<file path="src/hw/rtl/pcee_pkg.sv">
`timescale 1ns / 1ps
// ----------------------------------------------------------------------------
// pcee_pkg
// Types, character codes and the byte mapping function shared by the
// pathname case escape encoder.
// ----------------------------------------------------------------------------
package pcee_pkg;

   localparam int QDEPTH      = 4;
   localparam int QPTR_W      = $clog2(QDEPTH);
   localparam int MAX_BYTES   = 7;
   localparam int CHUNKS      = 3;

   localparam logic [11:0] MAX_LEN_RESET = 12'd256;

   localparam logic [7:0] CH_NUL    = 8'h00;
   localparam logic [7:0] CH_SPACE  = 8'h20;
   localparam logic [7:0] CH_HASH   = 8'h23;
   localparam logic [7:0] CH_DOT    = 8'h2E;
   localparam logic [7:0] CH_SLASH  = 8'h2F;
   localparam logic [7:0] CH_ZERO   = 8'h30;
   localparam logic [7:0] CH_COLON  = 8'h3A;
   localparam logic [7:0] CH_UP_A   = 8'h41;
   localparam logic [7:0] CH_UP_Z   = 8'h5A;
   localparam logic [7:0] CH_BSLASH = 8'h5C;
   localparam logic [7:0] CH_UNDER  = 8'h5F;
   localparam logic [7:0] CH_BTICK  = 8'h60;
   localparam logic [7:0] CH_LO_A   = 8'h61;
   localparam logic [7:0] CH_LO_Z   = 8'h7A;
   localparam logic [7:0] CH_BAR    = 8'h7C;
   localparam logic [7:0] CH_TILDE  = 8'h7E;
   localparam logic [7:0] CH_DEL    = 8'h7F;
   localparam logic [7:0] CH_CTL_HI = 8'h1F;
   localparam logic [7:0] CASE_OFS  = 8'h20;
   localparam logic [7:0] HEX_OFS   = 8'h57;

   typedef struct packed {
      logic [7:0] in_byte;
      logic       last_byte;
   } req_type;

   typedef struct packed {
      logic [7:0]  out_byte;
      logic        byte_valid;
      logic        end_of_path;
      logic        truncated;
      logic [11:0] out_length;
   } rsp_type;

   // One all-or-nothing group of output bytes; bytes[0] goes out first.
   typedef struct packed {
      logic [2:0]      len;
      logic [3:0][7:0] bytes;
   } chunk_type;

   // One accepted item after the room check, as handed to the back end.
   typedef struct packed {
      logic [MAX_BYTES-1:0][7:0] bytes;
      logic [2:0]                count;
      logic [11:0]               base;
      logic                      last;
      logic                      truncated;
   } entry_type;

   function automatic chunk_type mk_chunk1(input logic [7:0] a);
      chunk_type r;
      r       = '0;
      r.len   = 3'd1;
      r.bytes[0] = a;
      return r;
   endfunction

   function automatic chunk_type mk_chunk2(input logic [7:0] a, input logic [7:0] b);
      chunk_type r;
      r       = '0;
      r.len   = 3'd2;
      r.bytes[0] = a;
      r.bytes[1] = b;
      return r;
   endfunction

   // Map one byte to its output group.
   function automatic chunk_type map_byte(input logic [7:0] c, input logic start);
      chunk_type  r;
      logic [7:0] lo;
      r  = '0;
      lo = {4'h0, c[3:0]};
      if (start && (c == CH_BTICK || c == CH_TILDE)) begin
         r = mk_chunk2(CH_COLON, c);
      end else if (c >= CH_UP_A && c <= CH_UP_Z) begin
         r = mk_chunk2(CH_COLON, c);
      end else if (c >= CH_LO_A && c <= CH_LO_Z) begin
         r = mk_chunk1(c - CASE_OFS);
      end else if ((c != CH_NUL && c <= CH_CTL_HI) || c >= CH_DEL) begin
         r.len      = 3'd4;
         r.bytes[0] = CH_COLON;
         r.bytes[1] = CH_HASH;
         r.bytes[2] = CH_ZERO + {4'h0, c[7:4]};
         r.bytes[3] = (c[3:0] < 4'd10) ? (lo + CH_ZERO) : (lo + HEX_OFS);
      end else if (c == CH_COLON) begin
         r = mk_chunk2(CH_COLON, CH_COLON);
      end else if (c == CH_SPACE) begin
         r = mk_chunk2(CH_COLON, CH_UNDER);
      end else if (c == CH_BSLASH) begin
         r = mk_chunk2(CH_COLON, CH_BAR);
      end else begin
         r = mk_chunk1(c);
      end
      return r;
   endfunction

endpackage

</file>
<file path="src/hw/rtl/pcee_front.sv">
`timescale 1ns / 1ps
// ----------------------------------------------------------------------------
// pcee_front
// Classify each input byte, apply the room check and build a queue entry.
// ----------------------------------------------------------------------------
module pcee_front
   import pcee_pkg::*;
(
   input  logic        clock,
   input  logic        reset,
   input  logic        accept,
   input  req_type     req,
   input  logic [11:0] max_len,
   output logic        push,
   output entry_type   entry
);

   logic [11:0] emitted_ff, emitted_in;
   logic        start_ff, start_in;
   logic [1:0]  held_ff, held_in;
   logic        stopped_ff, stopped_in;

   chunk_type [CHUNKS-1:0] ch;
   logic                   start_nx;
   logic [1:0]             held_nx;
   logic [12:0]            cnt;
   logic                   stop;
   logic [2:0]             pos;
   logic [7:0][7:0]        arr;

   // Group the byte and any held dots into up to three chunks.
   always_comb begin
      ch       = '0;
      start_nx = start_ff;
      held_nx  = held_ff;
      if (!stopped_ff) begin
         priority if (held_ff == 2'd0) begin
            if (start_ff && req.in_byte == CH_DOT) begin
               if (req.last_byte) begin
                  ch[0]    = mk_chunk1(CH_DOT);
                  start_nx = 1'b0;
               end else begin
                  held_nx = 2'd1;
               end
            end else begin
               ch[0]    = map_byte(req.in_byte, start_ff);
               start_nx = (req.in_byte == CH_SLASH);
            end
         end else if (held_ff == 2'd1) begin
            held_nx = 2'd0;
            if (req.in_byte == CH_SLASH) begin
               ch[0]    = mk_chunk1(CH_DOT);
               ch[1]    = mk_chunk1(CH_SLASH);
               start_nx = 1'b1;
            end else if (req.in_byte == CH_DOT) begin
               if (req.last_byte) begin
                  ch[0]    = mk_chunk1(CH_DOT);
                  ch[1]    = mk_chunk1(CH_DOT);
                  start_nx = 1'b0;
               end else begin
                  held_nx = 2'd2;
               end
            end else begin
               ch[0]    = mk_chunk2(CH_COLON, CH_DOT);
               ch[1]    = map_byte(req.in_byte, 1'b0);
               start_nx = 1'b0;
            end
         end else begin
            // two dots held (a count of three behaves the same)
            held_nx = 2'd0;
            if (req.in_byte == CH_SLASH) begin
               ch[0] = mk_chunk1(CH_DOT);
               ch[1] = mk_chunk1(CH_DOT);
            end else begin
               ch[0] = mk_chunk2(CH_COLON, CH_DOT);
               ch[1] = mk_chunk1(CH_DOT);
            end
            ch[2]    = map_byte(req.in_byte, 1'b0);
            start_nx = (req.in_byte == CH_SLASH);
         end
      end
   end

   // Room check: emit each chunk whole or stop the path.
   always_comb begin
      cnt  = {1'b0, emitted_ff};
      stop = stopped_ff;
      pos  = '0;
      arr  = '0;
      for (int i = 0; i < CHUNKS; i++) begin
         if (!stop && ch[i].len != 3'd0) begin
            if (cnt + 13'(ch[i].len) > {1'b0, max_len}) begin
               stop = 1'b1;
            end else begin
               for (int j = 0; j < 4; j++) begin
                  if (3'(j) < ch[i].len) begin
                     arr[3'(pos + 3'(j))] = ch[i].bytes[j];
                  end
               end
               pos = pos + ch[i].len;
               cnt = cnt + 13'(ch[i].len);
            end
         end
      end
   end

   always_comb begin
      entry.bytes     = arr[MAX_BYTES-1:0];
      entry.count     = pos;
      entry.base      = emitted_ff;
      entry.last      = req.last_byte;
      entry.truncated = stop;
      push            = accept && (pos != 3'd0 || req.last_byte);
   end

   always_comb begin
      emitted_in = emitted_ff;
      start_in   = start_ff;
      held_in    = held_ff;
      stopped_in = stopped_ff;
      if (accept) begin
         if (req.last_byte) begin
            emitted_in = '0;
            start_in   = 1'b1;
            held_in    = '0;
            stopped_in = 1'b0;
         end else begin
            emitted_in = cnt[11:0];
            start_in   = start_nx;
            held_in    = held_nx;
            stopped_in = stop;
         end
      end
   end

   always_ff @(posedge clock) begin
      if (reset) begin
         emitted_ff <= '0;
         start_ff   <= 1'b1;
         held_ff    <= '0;
         stopped_ff <= 1'b0;
      end else begin
         emitted_ff <= emitted_in;
         start_ff   <= start_in;
         held_ff    <= held_in;
         stopped_ff <= stopped_in;
      end
   end

endmodule

</file>
<file path="src/hw/rtl/pcee_queue.sv">
`timescale 1ns / 1ps
// ----------------------------------------------------------------------------
// pcee_queue
// Short entry queue between the front and back ends.
// ----------------------------------------------------------------------------
module pcee_queue
   import pcee_pkg::*;
(
   input  logic      clock,
   input  logic      reset,
   input  logic      push,
   input  entry_type push_entry,
   input  logic      pop,
   output logic      full,
   output logic      head_valid,
   output entry_type head
);

   entry_type [QDEPTH-1:0] mem_ff;
   logic [QPTR_W-1:0]      wr_ff, wr_in;
   logic [QPTR_W-1:0]      rd_ff, rd_in;
   logic [QPTR_W:0]        cnt_ff, cnt_in;
   logic                   do_push, do_pop;

   assign full       = (cnt_ff == (QPTR_W+1)'(QDEPTH));
   assign head_valid = (cnt_ff != '0);
   assign head       = mem_ff[rd_ff];
   assign do_push    = push && !full;
   assign do_pop     = pop && head_valid;

   always_comb begin
      wr_in  = do_push ? wr_ff + 1'b1 : wr_ff;
      rd_in  = do_pop ? rd_ff + 1'b1 : rd_ff;
      cnt_in = cnt_ff + (QPTR_W+1)'(do_push) - (QPTR_W+1)'(do_pop);
   end

   always_ff @(posedge clock) begin
      if (do_push) begin
         mem_ff[wr_ff] <= push_entry;
      end
   end

   always_ff @(posedge clock) begin
      if (reset) begin
         wr_ff  <= '0;
         rd_ff  <= '0;
         cnt_ff <= '0;
      end else begin
         wr_ff  <= wr_in;
         rd_ff  <= rd_in;
         cnt_ff <= cnt_in;
      end
   end

endmodule

</file>
<file path="src/hw/rtl/pcee_back.sv">
`timescale 1ns / 1ps
// ----------------------------------------------------------------------------
// pcee_back
// Serialize queue entries into result items through an output register.
// ----------------------------------------------------------------------------
module pcee_back
   import pcee_pkg::*;
(
   input  logic      clock,
   input  logic      reset,
   input  logic      head_valid,
   input  entry_type head,
   output logic      deq,
   output logic      rsp_empty,
   input  logic      rsp_pop,
   output rsp_type   rsp
);

   logic [2:0] idx_ff, idx_in;
   logic       valid_ff, valid_in;
   rsp_type    rsp_ff, rsp_in;
   logic       load, done, bare;

   assign rsp_empty = !valid_ff;
   assign rsp       = rsp_ff;

   always_comb begin
      load = head_valid && (!valid_ff || rsp_pop);
      bare = (head.count == 3'd0);
      done = bare || (idx_ff == head.count - 3'd1);
      deq  = load && done;

      rsp_in             = rsp_ff;
      rsp_in.out_byte    = bare ? CH_NUL : head.bytes[idx_ff];
      rsp_in.byte_valid  = !bare;
      rsp_in.end_of_path = head.last && done;
      rsp_in.truncated   = head.last && done && head.truncated;
      rsp_in.out_length  = bare ? head.base : head.base + {9'd0, idx_ff} + 12'd1;

      idx_in   = load ? (done ? 3'd0 : idx_ff + 3'd1) : idx_ff;
      valid_in = load ? 1'b1 : (rsp_pop ? 1'b0 : valid_ff);
   end

   always_ff @(posedge clock) begin
      if (load) begin
         rsp_ff <= rsp_in;
      end
   end

   always_ff @(posedge clock) begin
      if (reset) begin
         idx_ff   <= '0;
         valid_ff <= 1'b0;
      end else begin
         idx_ff   <= idx_in;
         valid_ff <= valid_in;
      end
   end

endmodule

</file>
<file path="src/hw/rtl/pathname_case_escape_encoder_core.sv">
`timescale 1ns / 1ps
// ----------------------------------------------------------------------------
// pathname_case_escape_encoder_core
// Path: an item's first result reaches rsp_ through the entry queue and then
// the output register, once the output register is free.
// Throughput: one item per cycle into the front while the queue is not full,
// one result per cycle out of the back while results are taken; 0-7 per item.
// Reset: synchronous; restores max_output_length to 256 and empties queues.
// ----------------------------------------------------------------------------
module pathname_case_escape_encoder_core
   import pcee_pkg::*;
(
   input  logic        clock,
   input  logic        reset,
   // input item channel
   input  logic        push,
   output logic        full,
   input  req_type     req_data,
   // result item channel
   output logic        empty,
   input  logic        pop,
   output rsp_type     rsp_data,
   // configuration: max_output_length
   input  logic        csr_valid,
   output logic        csr_ready,
   input  logic [11:0] csr_data
);

   logic [11:0] max_len_ff, max_len_in;
   logic        accept;
   logic        q_push, q_full, q_head_valid, q_pop;
   entry_type   q_in, q_head;

   // Take configuration writes at any time; the block is idle by contract.
   assign csr_ready  = 1'b1;
   assign max_len_in = (csr_valid && csr_ready) ? csr_data : max_len_ff;

   always_ff @(posedge clock) begin
      if (reset) begin
         max_len_ff <= MAX_LEN_RESET;
      end else begin
         max_len_ff <= max_len_in;
      end
   end

   // Hold off the input while the entry queue has no free slot.
   assign full   = q_full;
   assign accept = push && !q_full;

   // Front: classify the byte, update path state, build one entry.
   pcee_front u_front (
      .clock   (clock),
      .reset   (reset),
      .accept  (accept),
      .req     (req_data),
      .max_len (max_len_ff),
      .push    (q_push),
      .entry   (q_in)
   );

   // Decouple the front from the output drain.
   pcee_queue u_queue (
      .clock      (clock),
      .reset      (reset),
      .push       (q_push),
      .push_entry (q_in),
      .pop        (q_pop),
      .full       (q_full),
      .head_valid (q_head_valid),
      .head       (q_head)
   );

   // Back: drain each entry one result item per cycle while results are taken.
   pcee_back u_back (
      .clock      (clock),
      .reset      (reset),
      .head_valid (q_head_valid),
      .head       (q_head),
      .deq        (q_pop),
      .rsp_empty  (empty),
      .rsp_pop    (pop),
      .rsp        (rsp_data)
   );

endmodule

</file>
<file path="config.mk">
export PLATFORM = sky130hd
export DESIGN_NAME = pathname_case_escape_encoder_core
export DESIGN_NICKNAME = d
export VERILOG_FILES = /design/src/hw/rtl/pcee_pkg.sv /design/src/hw/rtl/pcee_front.sv /design/src/hw/rtl/pcee_queue.sv /design/src/hw/rtl/pcee_back.sv /design/src/hw/rtl/pathname_case_escape_encoder_core.sv
export SDC_FILE = /design/constraint.sdc
export NUM_CORES = 1
export LEC_CHECK = 0
export BUFFER_PORTS_ARGS = -buffer_cell sky130_fd_sc_hd__buf_4
export CORE_MARGIN = 5
export CORE_UTILIZATION = 25
export CTS_CLUSTER_SIZE = 25
export DETAILED_ROUTE_END_ITERATION = 6
export GPL_TIMING_DRIVEN = 0
export PLACE_DENSITY = 0.48
export REMOVE_ABC_BUFFERS = 1
export SYNTH_ARGS = -nofsm -noshare
export SYNTH_HDL_FRONTEND = slang
export SYNTH_SLANG_ARGS = --single-unit
</file>
<file path="constraint.sdc">
create_clock -name clock -period 22 [get_ports clock]
set_input_delay 2.2 -clock clock [delete_from_list [all_inputs] [get_ports clock]]
set_output_delay 2.2 -clock clock [all_outputs]
set_load 0.1 [all_outputs]
</file>
==> qor.csv <==
metric,value,unit
Area Growth Syn to Fin,13.6,%
Clock power frac,0.279,
clk slew on worst S/H paths,0.06,ns
antenna violations before repair,2,
# H-tree levels,2,
Worst Path Required,22.22,ns
DRT Pass-1 Iters,7,
Rel. slew slack,0.141,
ys flop type,edfxtp_1,
Crit. End Element,flop,
postcts setup bufs,0,
"Worst Path Class, Setup",input port to flop,
status,"finished, final reports clean",
Tcrit/Tclk final,0.869,
Buffers & Inverters on Critical Path,3,
post-DR wirelength/cell,24.2,um
CP peak stage delay,1.03,ns
Rows,105,
core area,82400,sq um
Syn Inst Count,1790,
crit start category,input port,
DRC Markers,0,
Max Cap Viol,0,
vias post-DR,15395,
Tightest Pin Transition,1.28,ns
Final Hold Vio Count,0,
Int Power,1.48,mW
"Distinct cells, synth",113,
Slew Limit Fails,0,
Synth top area share,0.454,
Final setup viols,0,
Die X,299,um
number of hold buffers added after cts,0,
Pleak,7.78,nW
CP top delay family,compound AO/OA/AOI/OAI gates,
Num CTS Buffers,37,
Mean Syn Cell Area,11.6,sq um
Final Util,0.287,
# IOs,52,
drt total wl,69.7,mm
clk sinks,354,
port bufs,50,
worst-skew pair later-pin latency,0.55,ns
post-route antenna net violation count,0,
Gate power share,0.336,
Die Ht,299,um
sequential area share after synthesis,0.492,
Initial Util,0.253,
CTS root buf,clkbuf_16,
GPL Wtd Cong,0.975,
Peak VDD IR,0.0000690,V
critical path arrival,19.33,ns
post-CTS sizing,0,
Synth area leaders,"edfxtp_1, mux4_2, ha_1",
post-synthesis async set-or-reset flop share,0,
vias in the first global route,15344,
CTS tree,yes,
Post-Syn Area,20800,sq um
HP Class,flop to flop,
critical path peak fanout,43,
HPWL Detailed,50.5,mm
Syn. warnings,0,
die footprint,89100,sq um
Synth area leader,edfxtp_1,
Tmin final,19.11,ns
share of cells above drive strength 1,0.147,
Overall Global Routing Usage,0.151,
GRT overflow,0,
"FF+latch count, synth",354,
DRT iter0 DRCs,1368,
Sw Share,0.365,
Worst Skew,0.0147,ns
P_sw,0.851,mW
CP max stage cell,a21oi_2,
worst hold slack,0.473,ns
PwrDens,98.6,nW/um^2
number of enable flip-flop cells after synthesis,315,
Via density,5.34,
Final nets,1888,
Antenna Cells,0,
Clock Path Buffers,3,
Max Freq,52.3,MHz
sequential power share,0.385,
first-pass GRT wire length,103,mm
largest net degree at the start of global routing,53,
RSZ-0062 raised after global routing,false,
total chip power,2.33,mW
cell repeated most along the worst path,ha_1,
final setup TNS,0,ns
## cells in the final DEF, fill, tap and decap left out, types with 37 or more instances in the layout
cell,instances
ha_1,72
inv_1,70
o21ai_0,73
xnor2_1,40
nand3_1,48
buf_4,51
nand2_1,115
edfxtp_1,315
clkbuf_16,38
nor2_1,155
mux4_2,81
nor3_1,37
a21oi_1,97
mux2i_1,43
## worst reg2reg max path: cells and delay by family, from the launching register on
family | cells | cell delay (ns)
AO/OA/AOI/OAI | 21 | 8.80
AND/OR/NAND/NOR | 13 | 3.88
adder cells (fa/ha/maj) | 6 | 1.86
XOR/XNOR | 3 | 0.83
multiplexers | 1 | 0.45
flip-flops | 1 | 0.39
buffers and inverters | 1 | 0.31
## through the flow
step | std cells | setup WS [ns] | cell area [sq um]
2_1_floorplan | 1681 | 5.84 | 20300
6_report | 2881 | 2.89 | 23600
3_3_place_gp | 2801 | 0.211 | 22000
5_1_grt | 2881 | 2.06 | 23600
3_5_place_dp | 2813 | 2.66 | 22400
4_1_cts | 2880 | 3.18 | 23600
## power groups by stage
stage | sequential, mW | combinational, mW | clock, mW
after CTS | 0.900 | 0.789 | 0.670
after global placement | 0.934 | 0.761 | 0
after detailed placement | 0.914 | 0.787 | 0
final | 0.897 | 0.784 | 0.650
after global routing | 0.907 | 0.837 | 0.699
after floorplan | 1.07 | 0.380 | 0
## cells in the mapped netlist (7+ instances only)
library cell and number:
o22ai_1 34, a21oi_1 98, a211oi_1 16, a21o_1 16
nand3_1 48, and2_1 20, o211ai_1 19, ha_1 72
nand2b_1 17, a221oi_1 13, nand2_1 115, mux2i_1 43
fa_1 7, o21ai_0 73, buf_2 25, nor2b_1 9
xor2_1 27, or2_2 8, or3_1 7, a31oi_1 13
a32oi_1 7, mux4_2 81, and3_1 24, clkbuf_1 59
edfxtp_1 315, o221ai_1 7, o31ai_1 10, o32ai_1 9
buf_4 8, inv_1 70, nand4_1 23, or4_1 9
a211o_1 7, o21ai_1 14, buf_1 13, nor3_1 38
nor2_1 155, nor4_1 11, a22oi_1 20, xnor2_1 40
o21a_1 18, dfxtp_1 39
## flip-flops by register name (all words and copies together) (netlist names)
name                cells
u_queue.wr_ff           2
u_queue.mem_ff        292
u_front.held_ff         2
u_front.emitted_ff     12
u_back.rsp             23
u_front.stopped_ff      1
u_back.idx_ff           3
u_back.valid_ff         1
u_queue.cnt_ff          3
u_queue.rd_ff           2
u_front.start_ff        1
max_len_ff             12
## routing by layer
layer / track usage / up-vias / wire length, um
met5: 0 / - / 20
met4: 0.0459 / 2 / 2040
met3: 0.0249 / 110 / 4340
met2: 0.244 / 580 / 32300
met1: 0.208 / 7755 / 31100
li1: - / 6948 / -
## layout make-up
class	instances	area [sq um]
Clock buffer	50	996
Tap cell	1070	1340
Multi-Input combinational cell	1253	9840
Sequential cell	354	10200
Inverter	74	278
Timing Repair Buffer	63	673
Clock inverter	17	264
Fill cell	8334	58700
## cell families after synthesis
kind of cell             count (synthesis)  share of synthesized area
XOR/XNOR                                68                     0.0290
AND/OR/NAND/NOR                        520                      0.124
multiplexers                           131                      0.113
buffers and inverters                  183                     0.0373
AO/OA/AOI/OAI                          454                      0.154
flip-flops                             354                      0.492
other                                    1                   0.000180
adder cells (fa/ha/maj)                 79                     0.0500
## final timing paths
path                                                     from                       endpoint  slack, ns  cells past startpoint
worst max-delay path                              req_data[1]  u_queue.mem_ff[102]$_DFFE_PP_       2.89                     49
worst min-delay path             u_back.valid_ff$_SDFFE_PP0P_   u_back.valid_ff$_SDFFE_PP0P_       0.47                      2
worst max register to register  u_front.start_ff$_SDFFE_PP1P_  u_queue.mem_ff[102]$_DFFE_PP_       5.09                     45
worst min register to register   u_back.valid_ff$_SDFFE_PP0P_   u_back.valid_ff$_SDFFE_PP0P_       0.47                      2
No activity file was read; power rests on OpenSTA's default activity.
